[src/rft_pkg.sv]
`timescale 1ns / 1ps
`default_nettype none

package rft_pkg;

	// Field widths fixed by the interface.
	localparam int BYTE_W    = 8;
	localparam int RAIL_W    = 7;
	localparam int CFG_IDX_W = 1;

	// Configuration register indexes.
	localparam logic [CFG_IDX_W-1:0] REG_RAIL_COUNT   = 1'b0;
	localparam logic [CFG_IDX_W-1:0] REG_DECRYPT_MODE = 1'b1;

	// Reset value of the rail count register.
	localparam logic [RAIL_W-1:0] RAIL_COUNT_RESET = 7'd3;

	// Commands from the controller to the datapath.
	typedef struct packed {
		logic accept;   // an input item is taken this cycle
		logic start;    // initialize the permutation walk
		logic perm;     // permutation walk is running
		logic emit_rd;  // read the next result byte
		logic emit_ld;  // load the output register
		logic clr;      // message finished, clear length and overflow
	} rft_cmd_t;

	// Status from the datapath to the controller.
	typedef struct packed {
		logic walk_done;  // every position has been permuted
		logic emit_last;  // the byte being emitted is the final one
		logic out_free;   // output register can take a byte this cycle
	} rft_sts_t;

endpackage

`default_nettype wire

[src/rft_ram.sv]
`timescale 1ns / 1ps
`default_nettype none

module rft_ram #(
	parameter int WIDTH = 8,
	parameter int DEPTH = 64
) (
	input  wire logic                     clk,
	input  wire logic                     we,
	input  wire logic [$clog2(DEPTH)-1:0] waddr,
	input  wire logic [WIDTH-1:0]         wdata,
	input  wire logic                     re,
	input  wire logic [$clog2(DEPTH)-1:0] raddr,
	output logic      [WIDTH-1:0]         rdata
);

	logic [WIDTH-1:0] mem_q [DEPTH];

	// One write port, one registered read port.
	always_ff @(posedge clk) begin
		if (we) begin
			mem_q[waddr] <= wdata;
		end
		if (re) begin
			rdata <= mem_q[raddr];
		end
	end

endmodule

`default_nettype wire

[src/rft_ctrl.sv]
`timescale 1ns / 1ps
`default_nettype none

module rft_ctrl (
	input  wire logic             clk,
	input  wire logic             arst_n,
	input  wire logic             in_valid,
	input  wire logic             in_last,
	input  wire rft_pkg::rft_sts_t sts,
	output rft_pkg::rft_cmd_t     cmd,
	output logic                  in_stall
);

	localparam logic [1:0] ST_LOAD    = 2'd0;
	localparam logic [1:0] ST_PERM    = 2'd1;
	localparam logic [1:0] ST_EMIT_RD = 2'd2;
	localparam logic [1:0] ST_EMIT_WR = 2'd3;

	logic [1:0] state_q;
	logic [1:0] state_d;

	// Input items are taken only while a message is being loaded.
	assign in_stall = (state_q != ST_LOAD);

	// Next state and commands.
	always_comb begin
		cmd     = '0;
		state_d = state_q;
		unique case (state_q)
			ST_LOAD: begin
				cmd.accept = in_valid;
				if (in_valid && in_last) begin
					cmd.start = 1'b1;
					state_d   = ST_PERM;
				end
			end
			ST_PERM: begin
				cmd.perm = 1'b1;
				if (sts.walk_done) begin
					state_d = ST_EMIT_RD;
				end
			end
			ST_EMIT_RD: begin
				cmd.emit_rd = 1'b1;
				state_d     = ST_EMIT_WR;
			end
			ST_EMIT_WR: begin
				if (sts.out_free) begin
					cmd.emit_ld = 1'b1;
					if (sts.emit_last) begin
						cmd.clr = 1'b1;
						state_d = ST_LOAD;
					end else begin
						state_d = ST_EMIT_RD;
					end
				end
			end
			default: begin
				state_d = ST_LOAD;
			end
		endcase
	end

	// State register.
	always_ff @(posedge clk or negedge arst_n) begin
		if (!arst_n) begin
			state_q <= ST_LOAD;
		end else begin
			state_q <= state_d;
		end
	end

	// The walk only leaves toward emitting.
	a_perm_exit: assert property (@(posedge clk) disable iff (!arst_n)
		state_q == ST_PERM |=> state_q == ST_PERM || state_q == ST_EMIT_RD)
		else $error("permutation walk left to an unexpected state");

	// Emitting the final byte returns to loading.
	a_last_done: assert property (@(posedge clk) disable iff (!arst_n)
		cmd.emit_ld && sts.emit_last |=> state_q == ST_LOAD)
		else $error("final byte emitted but controller did not return to load");

	// A new message starts only from the load state.
	a_start_load: assert property (@(posedge clk) disable iff (!arst_n)
		cmd.start |-> state_q == ST_LOAD && in_valid)
		else $error("walk started outside of loading");

endmodule

`default_nettype wire

[src/rft_dp.sv]
`timescale 1ns / 1ps
`default_nettype none

module rft_dp #(
	parameter int MAX_LEN = 64
) (
	input  wire logic                            clk,
	input  wire logic                            arst_n,
	input  wire logic                            cfg_valid,
	input  wire logic [rft_pkg::CFG_IDX_W-1:0]   cfg_index,
	input  wire logic [rft_pkg::RAIL_W-1:0]      cfg_data,
	input  wire logic [rft_pkg::BYTE_W-1:0]      in_byte,
	input  wire rft_pkg::rft_cmd_t               cmd,
	output rft_pkg::rft_sts_t                    sts,
	input  wire logic                            out_stall,
	output logic                                 out_valid,
	output logic      [rft_pkg::BYTE_W-1:0]      out_byte,
	output logic                                 out_last,
	output logic                                 truncated
);

	localparam int AW   = $clog2(MAX_LEN);
	localparam int LW   = $clog2(MAX_LEN + 1);
	localparam int PERW = rft_pkg::RAIL_W + 1;
	localparam int PW   = ((LW > PERW) ? LW : PERW) + 1;

	// Configuration registers.
	logic [rft_pkg::RAIL_W-1:0] rail_count_q;
	logic                       decrypt_q;

	// Message bookkeeping.
	logic [LW-1:0] len_q;
	logic          ovf_q;

	// Permutation walk state.
	logic [LW-1:0]              j_q;
	logic [rft_pkg::RAIL_W-1:0] rail_q;
	logic [PW-1:0]              pos_q;
	logic                       ph_q;
	logic                       wr_v_s1;
	logic [AW-1:0]              wr_addr_s1;

	// Emit counter and output register.
	logic [LW-1:0]              e_q;
	logic                       out_v_q;
	logic [rft_pkg::BYTE_W-1:0] out_byte_q;
	logic                       out_last_q;
	logic                       out_trunc_q;

	logic                       room;
	logic                       ident;
	logic                       edge_rail;
	logic [PERW-1:0]            period;
	logic [PERW-1:0]            two_k;
	logic [PERW-1:0]            step_a;
	logic [PERW-1:0]            step_b;
	logic                       hit;
	logic                       step;
	logic [rft_pkg::BYTE_W-1:0] store_rdata;
	logic [rft_pkg::BYTE_W-1:0] res_rdata;
	logic [AW-1:0]              store_raddr;

	assign room = (len_q < LW'(MAX_LEN));

	// Zigzag step sizes for the current rail: the top and bottom rails advance by
	// a whole period, inner rails alternate between the down and up legs; with at most one rail, every step is one.
	assign ident     = (rail_count_q <= rft_pkg::RAIL_W'(1));
	assign period    = {rail_count_q - rft_pkg::RAIL_W'(1), 1'b0};
	assign two_k     = {rail_q, 1'b0};
	assign edge_rail = (rail_q == '0) || (rail_q == rail_count_q - rft_pkg::RAIL_W'(1));

	always_comb begin
		if (ident) begin
			step_a = PERW'(1);
			step_b = PERW'(1);
		end else if (edge_rail) begin
			step_a = period;
			step_b = period;
		end else begin
			step_a = period - two_k;
			step_b = two_k;
		end
	end

	assign hit  = (pos_q < PW'(len_q));
	assign step = cmd.perm && !sts.walk_done;

	assign sts.walk_done = (j_q == len_q);
	assign sts.emit_last = (e_q == len_q - LW'(1));
	assign sts.out_free  = !out_v_q || !out_stall;

	// Configuration writes.
	always_ff @(posedge clk or negedge arst_n) begin
		if (!arst_n) begin
			rail_count_q <= rft_pkg::RAIL_COUNT_RESET;
			decrypt_q    <= 1'b0;
		end else if (cfg_valid) begin
			unique case (cfg_index)
				rft_pkg::REG_RAIL_COUNT:   rail_count_q <= cfg_data;
				rft_pkg::REG_DECRYPT_MODE: decrypt_q    <= cfg_data[0];
			endcase
		end
	end

	// Message length and overflow flag.
	always_ff @(posedge clk or negedge arst_n) begin
		if (!arst_n) begin
			len_q <= '0;
			ovf_q <= 1'b0;
		end else if (cmd.clr) begin
			len_q <= '0;
			ovf_q <= 1'b0;
		end else if (cmd.accept) begin
			if (room) begin
				len_q <= len_q + LW'(1);
			end else begin
				ovf_q <= 1'b1;
			end
		end
	end

	// Walk the fence rail by rail; a position past the message moves to the next rail.
	always_ff @(posedge clk or negedge arst_n) begin
		if (!arst_n) begin
			j_q     <= '0;
			rail_q  <= '0;
			pos_q   <= '0;
			ph_q    <= 1'b0;
			wr_v_s1 <= 1'b0;
		end else begin
			wr_v_s1 <= step && hit;
			if (cmd.start) begin
				j_q    <= '0;
				rail_q <= '0;
				pos_q  <= '0;
				ph_q   <= 1'b0;
			end else if (step) begin
				if (hit) begin
					j_q   <= j_q + LW'(1);
					pos_q <= pos_q + PW'(ph_q ? step_b : step_a);
					ph_q  <= !ph_q;
				end else begin
					rail_q <= rail_q + rft_pkg::RAIL_W'(1);
					pos_q  <= PW'(rail_q) + PW'(1);
					ph_q   <= 1'b0;
				end
			end
		end
	end

	// Result address: the fence order in decrypt mode, sequential in encrypt mode.
	always_ff @(posedge clk) begin
		wr_addr_s1 <= decrypt_q ? pos_q[AW-1:0] : j_q[AW-1:0];
	end

	assign store_raddr = decrypt_q ? j_q[AW-1:0] : pos_q[AW-1:0];

	rft_ram #(
		.WIDTH (rft_pkg::BYTE_W),
		.DEPTH (MAX_LEN)
	) u_store (
		.clk   (clk),
		.we    (cmd.accept && room),
		.waddr (len_q[AW-1:0]),
		.wdata (in_byte),
		.re    (step && hit),
		.raddr (store_raddr),
		.rdata (store_rdata)
	);

	rft_ram #(
		.WIDTH (rft_pkg::BYTE_W),
		.DEPTH (MAX_LEN)
	) u_result (
		.clk   (clk),
		.we    (wr_v_s1),
		.waddr (wr_addr_s1),
		.wdata (store_rdata),
		.re    (cmd.emit_rd),
		.raddr (e_q[AW-1:0]),
		.rdata (res_rdata)
	);

	// Emit counter and output valid.
	always_ff @(posedge clk or negedge arst_n) begin
		if (!arst_n) begin
			e_q     <= '0;
			out_v_q <= 1'b0;
		end else begin
			if (cmd.start) begin
				e_q <= '0;
			end else if (cmd.emit_ld) begin
				e_q <= e_q + LW'(1);
			end
			if (cmd.emit_ld) begin
				out_v_q <= 1'b1;
			end else if (!out_stall) begin
				out_v_q <= 1'b0;
			end
		end
	end

	// Output payload register.
	always_ff @(posedge clk) begin
		if (cmd.emit_ld) begin
			out_byte_q  <= res_rdata;
			out_last_q  <= sts.emit_last;
			out_trunc_q <= ovf_q;
		end
	end

	assign out_valid = out_v_q;
	assign out_byte  = out_byte_q;
	assign out_last  = out_last_q;
	assign truncated = out_trunc_q;

	a_len_bound: assert property (@(posedge clk) disable iff (!arst_n)
		len_q <= LW'(MAX_LEN))
		else $error("message length exceeds the buffer depth");

	a_ovf_full: assert property (@(posedge clk) disable iff (!arst_n)
		ovf_q |-> len_q == LW'(MAX_LEN))
		else $error("overflow flagged while the buffer is not full");

	a_rail_range: assert property (@(posedge clk) disable iff (!arst_n)
		step |-> PW'(rail_q) < PW'(len_q))
		else $error("walk moved past the last rail holding message bytes");

endmodule

`default_nettype wire

[src/rail_fence_transposition.sv]
// Channel   Signals                                      Direction   Moves
// input     in_valid, in_stall, in_byte, in_last         into block  one message byte
// output    out_valid, out_stall, out_byte, out_last,    out of block one permuted byte
//           truncated
// config    cfg_valid, cfg_ready, cfg_index, cfg_data    into block  one register write
//
// Loading takes one item per cycle; an item without the last mark gives no result.
// After the last item the permutation walk steps through every message position and
// moves to the next rail past the end of the message; then each result byte passes
// through the registered read of the result memory. Input is stalled from the last
// item until the final result byte is in the output register; configuration writes
// are always taken. Reset clears all control state; the memories need no clearing pass.
`timescale 1ns / 1ps
`default_nettype none

module rail_fence_transposition #(
	parameter int MAX_LEN = 64
) (
	input  wire logic                            clk,
	input  wire logic                            arst_n,
	input  wire logic                            in_valid,
	output logic                                 in_stall,
	input  wire logic [rft_pkg::BYTE_W-1:0]      in_byte,
	input  wire logic                            in_last,
	output logic                                 out_valid,
	input  wire logic                            out_stall,
	output logic      [rft_pkg::BYTE_W-1:0]      out_byte,
	output logic                                 out_last,
	output logic                                 truncated,
	input  wire logic                            cfg_valid,
	output logic                                 cfg_ready,
	input  wire logic [rft_pkg::CFG_IDX_W-1:0]   cfg_index,
	input  wire logic [rft_pkg::RAIL_W-1:0]      cfg_data
);

	rft_pkg::rft_cmd_t cmd;
	rft_pkg::rft_sts_t sts;

	// Register writes are never held off.
	assign cfg_ready = 1'b1;

	rft_ctrl u_ctrl (
		.clk      (clk),
		.arst_n   (arst_n),
		.in_valid (in_valid),
		.in_last  (in_last),
		.sts      (sts),
		.cmd      (cmd),
		.in_stall (in_stall)
	);

	rft_dp #(
		.MAX_LEN (MAX_LEN)
	) u_dp (
		.clk       (clk),
		.arst_n    (arst_n),
		.cfg_valid (cfg_valid && cfg_ready),
		.cfg_index (cfg_index),
		.cfg_data  (cfg_data),
		.in_byte   (in_byte),
		.cmd       (cmd),
		.sts       (sts),
		.out_stall (out_stall),
		.out_valid (out_valid),
		.out_byte  (out_byte),
		.out_last  (out_last),
		.truncated (truncated)
	);

endmodule

`default_nettype wire
[config.mk]
export PLATFORM = sky130hd
export DESIGN_NAME = rail_fence_transposition
export DESIGN_NICKNAME = d
export VERILOG_FILES = /design/src/rft_pkg.sv /design/src/rft_ram.sv /design/src/rft_ctrl.sv /design/src/rft_dp.sv /design/src/rail_fence_transposition.sv
export SDC_FILE = /design/constraint.sdc
export NUM_CORES = 1
export LEC_CHECK = 0
export BUFFER_PORTS_ARGS = -buffer_cell sky130_fd_sc_hd__buf_2
export CORE_MARGIN = 3
export CORE_UTILIZATION = 55
export DETAILED_ROUTE_END_ITERATION = 8
export GPL_ROUTABILITY_DRIVEN = 0
export GPL_TIMING_DRIVEN = 0
export HOLD_SLACK_MARGIN = 0.12
export PLACE_DENSITY = 0.71
export SLEW_MARGIN = 20
export SYNTH_ARGS = -nofsm -noshare
export SYNTH_HDL_FRONTEND = slang
export SYNTH_HIERARCHICAL = 1
export SYNTH_SLANG_ARGS = --single-unit
[constraint.sdc]
create_clock -name clk -period 10.42 [get_ports clk]
set_clock_uncertainty 0.1 [all_clocks]
set_input_delay 1.042 -clock clk [delete_from_list [all_inputs] [get_ports clk]]
set_output_delay 1.042 -clock clk [all_outputs]
set_load 0.01 [all_outputs]
# == After elaboration in Yosys (flattened, before gate mapping) ==
# Memories as Yosys holds them, arrays and structs flattened. A register that Yosys moved wholly into a read port is not among the register bits.
# Index checks and enable logic that the tools add are counted.
# totals
inputBits,22
memories,2
register_bits,67
ram_bits,1024
# op_classes
muxes,45
addsub,9
n_reduce_logical,25
bitwise_logic,1
n_eq_ne,12
magnitude_cmp,3
# mem_list
name,words,word_bits,rd,rd_clocked_by_memory_dff,write_ports,line_no,source
u_dp.u_result.mem_q,64,8,1,1,1,rft_ram.sv:17,logic [WIDTH-1:0] mem_q [DEPTH];
u_dp.u_store.mem_q,64,8,1,1,1,rft_ram.sv:17,
# ops
op,count
7-bit 2-to-1 mux,11
8-bit 2-to-1 mux,5
7-bit by 1-bit adder with 7-bit output (second input constant),4
9-bit 2-to-1 mux,3
7-bit == test,3
1-bit 2-to-1 mux,16
2-bit 2-to-1 mux,7
7-bit by 1-bit subtractor with 7-bit output (second input constant),2
6-bit 2-to-1 mux,2
2-bit AND reduction,6
2-bit nonzero test,6
9-bit adder,1
9-bit by 7-bit less-than comparator with 1-bit output,1
7-bit by 1-bit adder with 8-bit output (second input constant),1
2-bit case mux with 4 select lines,1
8-bit subtractor,1
7-bit by 1-bit less-or-equal comparator with 1-bit output (second input constant),1
7-bit logical NOT,1
7-bit less-than comparator (second input constant),1
2-bit by 1-bit != test with 1-bit output (second input constant),3
2-bit != test (second input constant),3
2-bit == test (second input constant),2
1-bit logical AND,4
1-bit logical NOT,4
other kinds (5),6

# == Longest topological paths before layout ==
# Gate-level depths: netlist of the first run.
# depth
word_depth,10
ltp_mapped,18

# == Modules after synthesis ==
# The synthesis of the first run kept the hierarchy.
# by_module_without_submodules
module,cells_each,seq_area_each_um2,area_per_inst_um2,instances
rft_ram,940,15615.0,20246.9,2
rft_dp,441,1649.1,4237.8,1
rft_ctrl,15,50.0,136.4,1
rail_fence_transposition,2,0.0,11.3,1

# == Worst setup path before layout of the first run ==
# OpenSTA, ideal clock, no wires.
# synth_timing
path_type,register to register
start,register u_dp/rail_count_q[0] in the netlist's numbering
end,register u_dp.pos_q[7]
arrival_ns,3.303
synth_period_minus_slack_ns,3.496
path_stages_with_launch,19
setup_time_ns,0.094
slack_ns,6.924
cell_sequence,dfstp_2 > inv_1 > ha_1 > nand2_1 > xnor2_1 > ha_1 > nand2_1 > nor2_1 > a21oi_2 > buf_6 > nor2_1 > a311oi_1 > ha_1 > o21ai_0 > a31oi_1 > o41ai_1 > xnor2_1 > nand2_1 > a221oi_2
# synth_via
elab_chain_len,10
# synth_rtl
element,line_no,source
start: declaration,rft_dp.sv:28,logic [rft_pkg::RAIL_W-1:0] rail_count_q;
start signal: assignment,rft_dp.sv:95,rail_count_q <= rft_pkg::RAIL_COUNT_RESET;
start signal: assignment,rft_dp.sv:99,rft_pkg::REG_RAIL_COUNT: rail_count_q <= cfg_data;
"parallel branches: the longest is 5 deep, another holds 8-bit subtractor",--,
8-bit 2-to-1 mux *,rft_dp.sv:140,pos_q <= pos_q + PW'(ph_q ? step_b : step_a);
9-bit adder *,rft_dp.sv:140,
9-bit 2-to-1 mux *,rft_dp.sv:138,if (hit) begin
9-bit 2-to-1 mux *,rft_dp.sv:137,end else if (step) begin
9-bit 2-to-1 mux *,rft_dp.sv:132,if (cmd.start) begin
end signal: assignment,rft_dp.sv:140,
end signal: assignment,rft_dp.sv:144,pos_q <= PW'(rail_q) + PW'(1);
end: declaration,rft_dp.sv:38,logic [PW-1:0] pos_q;
# Every way passes the cells marked *. The select of a mux whose other input is x is not followed.
# A chain may end at the register's enable or synchronous reset.

# == Final worst setup path of the first run ==
# layout_timing
start,register u_dp.decrypt_q
end,"register u_dp.u_store.rdata[2], read port of u_dp.u_store.mem_q, data pin"
# layout_via
elab_chain_len,1
# layout_rtl
element,line_no,source
start: declaration,rft_dp.sv:29,logic decrypt_q;
start signal: assignment,rft_dp.sv:100,rft_pkg::REG_DECRYPT_MODE: decrypt_q <= cfg_data[0];
6-bit 2-to-1 mux,rft_dp.sv:156,assign store_raddr = decrypt_q ? j_q[AW-1:0] : pos_q[AW-1:0];
via u_dp.store_raddr[4],rft_dp.sv:61,logic [AW-1:0] store_raddr;
end: declaration,rft_ram.sv:14,output logic [WIDTH-1:0] rdata
# The timed path passes the listed nets, and every way through them passes these cells.

==> impl_metrics.yaml, run 1 <==
status:
  run_status: "finished, final reports clean"
detailed_routing:
  ant_nets: 0
  viasPerCell: 6.46
  drc: 0
  vias: 23600
  routed_wl_um: 106000
  dr.pass1.iters: 6
  wl_per_cell_um: 29.0
  drtIter0Drc: 2805
timing:
  rsz0062_at_grt: "false"
  worstMarginPinSlew_ns: 1.19
  final.setup.tns_ns: 0
  setup_viol: 0
  clock.fmax_mhz: 221
  final.min_clock_period_ns: 4.52
  finalCritPeriodShare_pct: 43.4
  finalHoldViolations: 0
  whs_ns: 0.302
  slew_headroom_pct: 20.4
  maxSlewViolCount: 0
clock_tree:
  path_clk_slew_ns: 0.06
  post_cts_buffers: 0
  clk_latency_ns: 0.70
  cts_made_buffers: 108
  htreeDepth: 3
  cts_sinks: 1107
  clk_path_buf_depth: 3
  cts_tree: "yes"
  clockRootBuffer: "clkbuf_16"
  cts_resized: 0
  holdBufCountCts: 0
global_route:
  grtUsageTotal_pct: 25.2
  grt_pass1_wl_um: 158000
  grt_max_degree: 65
  antenna_found_initial: 1
  grt_overflow_total: 0
  grt_pass1_vias: 23800
floorplanning:
  io_pins: 35
  die_h_um: 292
  coreArea_mm2: 0.0807
  die-width_um: 292
  start_util_pct: 55.6
  rows: 104
  dieArea_mm2: 0.0851
critical_path:
  slowest_stage: "clkbuf_1"
  max_stage_delay_ns: 0.78
  crit_fanout: 10
  worst-setup-path-type: "reg -> reg"
  required_ns: 10.73
  path_cells: "clkbuf_1 -> clkbuf_1 -> nand2_1 -> o21ai_1 -> buf_4 -> clkbuf_1 -> clkbuf_1 -> clkbuf_1 -> o2111ai_1 -> nand2_1 -> o2bb2ai_1"
  critPathLaunchType: "flop"
  crit_top_cell: "clkbuf_1"
  cp.arrival_ns: 4.84
  worstSetupEndpointType: "flop"
logic_synthesis:
  muxShareOfSynthArea_pct: 14.8
  ys_ff_latch: 1107
  ys_types: 72
  synthFlopType: "edfxtp_1"
  synthAdderAreaFrac_pct: 0.898
  postSynth.asyncResetShare_pct: 4.61
  yosysWarnings: 6
  synth_xor_area_share_pct: 1.15
  synth_area_per_cell_um2: 19.2
  netlist_area_mm2: 0.0449
  synth_top_family_by_area: "multiplexers"
  synth_cells: 2338
  synth-compound-area-share_pct: 3.04
  synth_edf_count: 1050
  syn_nets: 2391
  ys_seq_area_share_pct: 73.4
  synth_simple_gate_area_share_pct: 4.81
hold_path:
  hp-class: "in -> async"
layout:
  fillCellCount: 5493
  syn_to_final_growth_pct: 12.2
  nNetsFinal: 2554
  final_common_cell: "edfxtp_1"
  final_cell_mix: "edfxtp_1 (1050), mux4_2 (252), nor2_1 (221)"
  drive_above_1_share_pct: 23.2
placement:
  dp_hpwl_um: 70500
  port_buffers: 33
power:
  vdd_drop_max_uv: 205
  cellPowerDensity_mw_per_mm2: 224
  leakage_uw: 0.0162
flow_run:
  drv_cap: 0
[report_power, final]
group | switching [µW] | internal [µW]
clock | 1660 | 2240
combinational | 1360 | 1010
sequential | 71.4 | 4930
total | 3090 | 8180
[layer usage]
metal  GRT usage, %  part of all wire (%)  vias up
met3           5.13                   9.4      238
met4           8.95                   3.6        2
met1           34.8                    38    12300
met5              0                 0.015        -
li1               -                     -     9800
met2           40.5                    49     1214
[worst paths after layout]
kind	slack, ns	start	depth (start not counted)	to
setup / recovery	5.90	u_dp/decrypt_q	11	u_dp/u_store/rdata[2]
hold / removal	0.30	arst_n	1	u_dp/decrypt_q
setup reg to reg	5.90	u_dp/decrypt_q	11	u_dp/u_store/rdata[2]
hold reg to reg	0.32	u_dp/u_result/rdata[4]	0	u_dp/out_byte[4]
max in group asynchronous	9.39	arst_n	1	u_dp/e_q[6]
min in group clk	0.32	u_dp/u_result/rdata[4]	0	u_dp/out_byte[4]
[registers in the layout (all words and copies together) (netlist names), 8 cells and up]
signal and count:
u_dp/u_store/mem_q 512, u_dp/pos_q 9, u_dp/u_store/rdata 8, u_dp/u_result/rdata 8
u_dp/out_byte 8, u_dp/u_result/mem_q 512
[through the flow]
| stage | cells | cell area, µm² | total power (µW) | worst slack [ns] | utilization, % |
|---|---|---|---|---|---|
| 2_1_floorplan | 2338 | 44900 | 6630 | 6.92 | - |
| 3_3_place_gp | 3431 | 46400 | 7400 | 5.66 | 57.5 |
| 3_5_place_dp | 3451 | 46700 | 7430 | 6.03 | 57.9 |
| 4_1_cts | 3646 | 50300 | 11300 | 6.05 | 62.4 |
| 5_1_grt | 3646 | 50300 | 11600 | 5.75 | 62.4 |
| 6_report | 3647 | 50300 | 11300 | 5.90 | 62.4 |
[critical path: cells and delay by family (launching register included)]
family	cells	cell delay [ns]
AND/OR/NAND/NOR	2	0.24
AO/OA/AOI/OAI	3	0.70
flip-flops	1	0.33
buffers and inverters	6	2.85
[kinds of logic (layout without fill, tap and decap cells)]
family                   Yosys count  in the layout
other                              1              2
buffers and inverters            149            397
multiplexers                     343            343
AND/OR/NAND/NOR                  468            468
adder cells (fa/ha/maj)           31             31
XOR/XNOR                          57             57
flip-flops                      1107           1107
AO/OA/AOI/OAI                    182            182
[layout make-up]
type | count | area (µm²) | share of cell area, %
diodes | 1 | 2.50 | 0.00497
well taps | 1060 | 1330 | 2.63
flip-flops and latches | 1107 | 32900 | 65.4
multi-input cells | 1082 | 11100 | 22.1
clock inverters | 72 | 832 | 1.65
inverters | 24 | 90.1 | 0.179
repair buffers | 53 | 518 | 1.03
clock buffers | 123 | 2770 | 5.50
plain buffers | 125 | 771 | 1.53
[Yosys cell counts, types with 5 or more instances]
master	n	share of area [%]
edfxtp_1	1050	70
mux4_2	252	13
nor2_1	221	1.8
nand2_1	70	0.59
dfrtp_1	49	2.7
mux2i_1	48	1.1
clkbuf_1	45	0.38
xnor2_1	43	0.84
mux2_2	42	1.1
nand3_1	36	0.40
nor2b_1	36	0.50
nor3_1	31	0.35
ha_1	29	0.81
buf_4	28	0.47
a21oi_1	25	0.28
buf_2	25	0.28
inv_1	24	0.20
o21ai_0	22	0.25
nand2b_1	19	0.26
a211oi_1	16	0.27
o221ai_1	16	0.31
o22ai_1	16	0.22
a221oi_1	13	0.25
buf_6	13	0.33
xor2_1	13	0.25
nand3b_1	11	0.18
nand4_1	11	0.15
o21a_1	10	0.17
nor4_1	9	0.13
buf_1	8	0.067
a22oi_1	6	0.10
dfxtp_1	6	0.27
o2111ai_1	6	0.12
o2bb2ai_1	6	0.12
o41ai_1	6	0.12
or3_1	5	0.070
Power figures use the tool's default switching activity.
==> run 2: changes to the inputs <==
Settings changed: PLACE_DENSITY 0.71 to 0.73.
Clock period 10.42 ns to 3.7 ns, I/O delays scaled along.
==> impl_metrics.yaml, run 2 (synthesis results as in run 1) <==
placement:
  dp.cells: 3450
  dp_hpwl_um: 70900
  port_buffers: 33
hold_path:
  min_to: "u_dp/u_store/mem_q[5][7]"
  hp-class: "in -> reg"
  holdPathStages: 1
  holdCritStartpoint: "in_byte[7]"
timing:
  clock.fmax_mhz: 264
  maxSlewViolCount: 0
  finalCritPeriodShare_pct: 102
  finalHoldViolations: 0
  whs_ns: 0.150
  final.setup.tns_ns: -0.160
  rsz0062_at_grt: "true"
  worstMarginPinSlew_ns: 1.05
  slew_headroom_pct: 28.0
  layout_setup_ws_ns: -0.0885
  final.min_clock_period_ns: 3.79
  setup_viol: 2
floorplanning:
  rows: 104
  coreArea_mm2: 0.0807
  die-width_um: 292
  start_util_pct: 55.6
  dieArea_mm2: 0.0851
  io_pins: 35
  die_h_um: 292
global_route:
  grt_overflow_total: 0
  grt_max_degree: 65
  grt_pass1_wl_um: 161000
  grtUsageTotal_pct: 25.8
  grt_pass1_vias: 24200
  antenna_found_initial: 0
layout:
  final_common_cell: "edfxtp_1"
  top_regs: "u_dp/u_result/mem_q: 512 flops, u_dp/u_store/mem_q: 512 flops, u_dp/pos_q: 9 flops"
  drive_above_1_share_pct: 26.2
  syn_to_final_growth_pct: 13.7
  final-instance-count-excl-fill: 3688
  finish.utilization_pct: 63.2
  fillCellCount: 5410
  final_cell_mix: "edfxtp_1 (1050), mux4_2 (252), nor2_1 (201)"
  nNetsFinal: 2586
critical_path:
  worst-setup-path-type: "reg -> reg"
  r2r_cells: 16
  crit_fanout: 5
  cp.arrival_ns: 4.24
  required_ns: 4.15
  critPathLaunchType: "flop"
  reg2reg_from: "u_dp/rail_count_q[0]"
  rrSetupSlack_ns: -0.09
  rr_endpoint: "u_dp/pos_q[6]"
  worstSetupEndpointType: "flop"
detailed_routing:
  dr.pass1.iters: 6
  drtIter0Drc: 3053
  vias: 24200
  viasPerCell: 6.56
  ant_nets: 0
  wl_per_cell_um: 29.6
  routed_wl_um: 109000
  drc: 0
power:
  p_seq_share_pct: 44.0
  clock_power_share_pct: 34.4
  cellPowerDensity_mw_per_mm2: 628
  vdd_drop_max_uv: 415
  leakage_uw: 0.0164
  p_int_uw: 23200
  swShare_pct: 27.6
  switching_power_uw: 8860
  p_comb_share_pct: 21.6
  finalPower_uw: 32000
status:
  run_status: "complete, but fails checks"
  violations: "negative setup slack"
flow_run:
  drv_cap: 0
clock_tree:
  clockRootBuffer: "clkbuf_16"
  htreeDepth: 3
  path_clk_slew_ns: 0.06
  clk_path_buf_depth: 3
  cts_made_buffers: 107
  cts_sinks: 1107
  cts_tree: "yes"
  clk_latency_ns: 0.68
run 2: cell types whose count changed in the layout (fill, tap and decap cells not counted), moves of 6 or more:
cell,delta
nor2_1,-20
nor2_4,+9
ha_1,-6
nor2_2,+11
buf_4,+22
dlygate4sd3_1,+16
run 2: area by class of cell:
cell class	count	area, µm²	area share [%]
diodes	1	2.50	0.00491
well taps	1060	1330	2.60
multi-input cells	1082	11500	22.5
clock buffers	129	2810	5.51
clock inverters	74	783	1.54
inverters	24	90.1	0.177
flip-flops and latches	1107	32900	64.6
plain buffers	122	787	1.54
repair buffers	89	826	1.62
run 2: power groups by stage:
stage	logic, µW	clock network (µW)	registers [µW]
2_1_floorplan	4390	0	14300
3_3_place_gp	6470	0	14300
3_5_place_dp	6610	0	14300
4_1_cts	6750	11200	14100
5_1_grt	7260	11700	14100
6_report	6940	11000	14100
run 2: metrics by stage:
step | instance area (µm²) | setup slack, ns
CTS | 50700 | -0.0557
finish | 51000 | -0.0885
floorplan | 44900 | 0.204
global placement | 46400 | -1.02
global route | 51000 | -0.190
detailed placement | 46700 | -0.653
run 2: how the worst max path moves through the flow:
stage | endpoint | start | cells past startpoint | slack, ns
3_3_place_gp | u_dp/u_store/rdata[1] | u_dp/decrypt_q | 9 | -1.02
5_1_grt | u_dp/pos_q[7] | u_dp/rail_count_q[0] | 17 | -0.19
2_1_floorplan | u_dp/pos_q[7] | u_dp/rail_count_q[0] | 18 | 0.20
3_5_place_dp | u_dp/u_store/rdata[6] | u_dp/decrypt_q | 12 | -0.65
6_report | u_dp/pos_q[6] | u_dp/rail_count_q[0] | 16 | -0.09
4_1_cts | u_dp/u_store/mem_q[38][7] | u_ctrl/state_q[0] | 7 | -0.06
run 2: layer usage:
layer  wire length [µm]  track usage [%]
met2              52400             40.7
met1              41800             36.7
met4               3730             8.22
met5                  0                0
met3              11300             5.39
run 2: timing repair:
action | CTS | global route
endpoints found under the setup margin | 57 | 456
cloned | 0 | 1
hold endpoints to repair | 62 | 0
setup buffers | 7 | 13
pin swaps | 12 | 25
resized for setup | 43 | 56
hold buffers | 16 | 0
run 2: critical path, cell delays in order, from the launching register on:
cell,delay (ns)
dfstp_2,0.57
buf_6,0.15
nor3_2,0.05
xor2_1,0.17
ha_1,0.35
buf_4,0.15
o21a_1,0.20
o31a_1,0.13
a211oi_1,0.29
a21oi_1,0.10
a211oi_1,0.27
ha_2,0.35
o21a_1,0.17
o31a_1,0.12
a21oi_2,0.12
nor2_1,0.07
o41ai_2,0.32
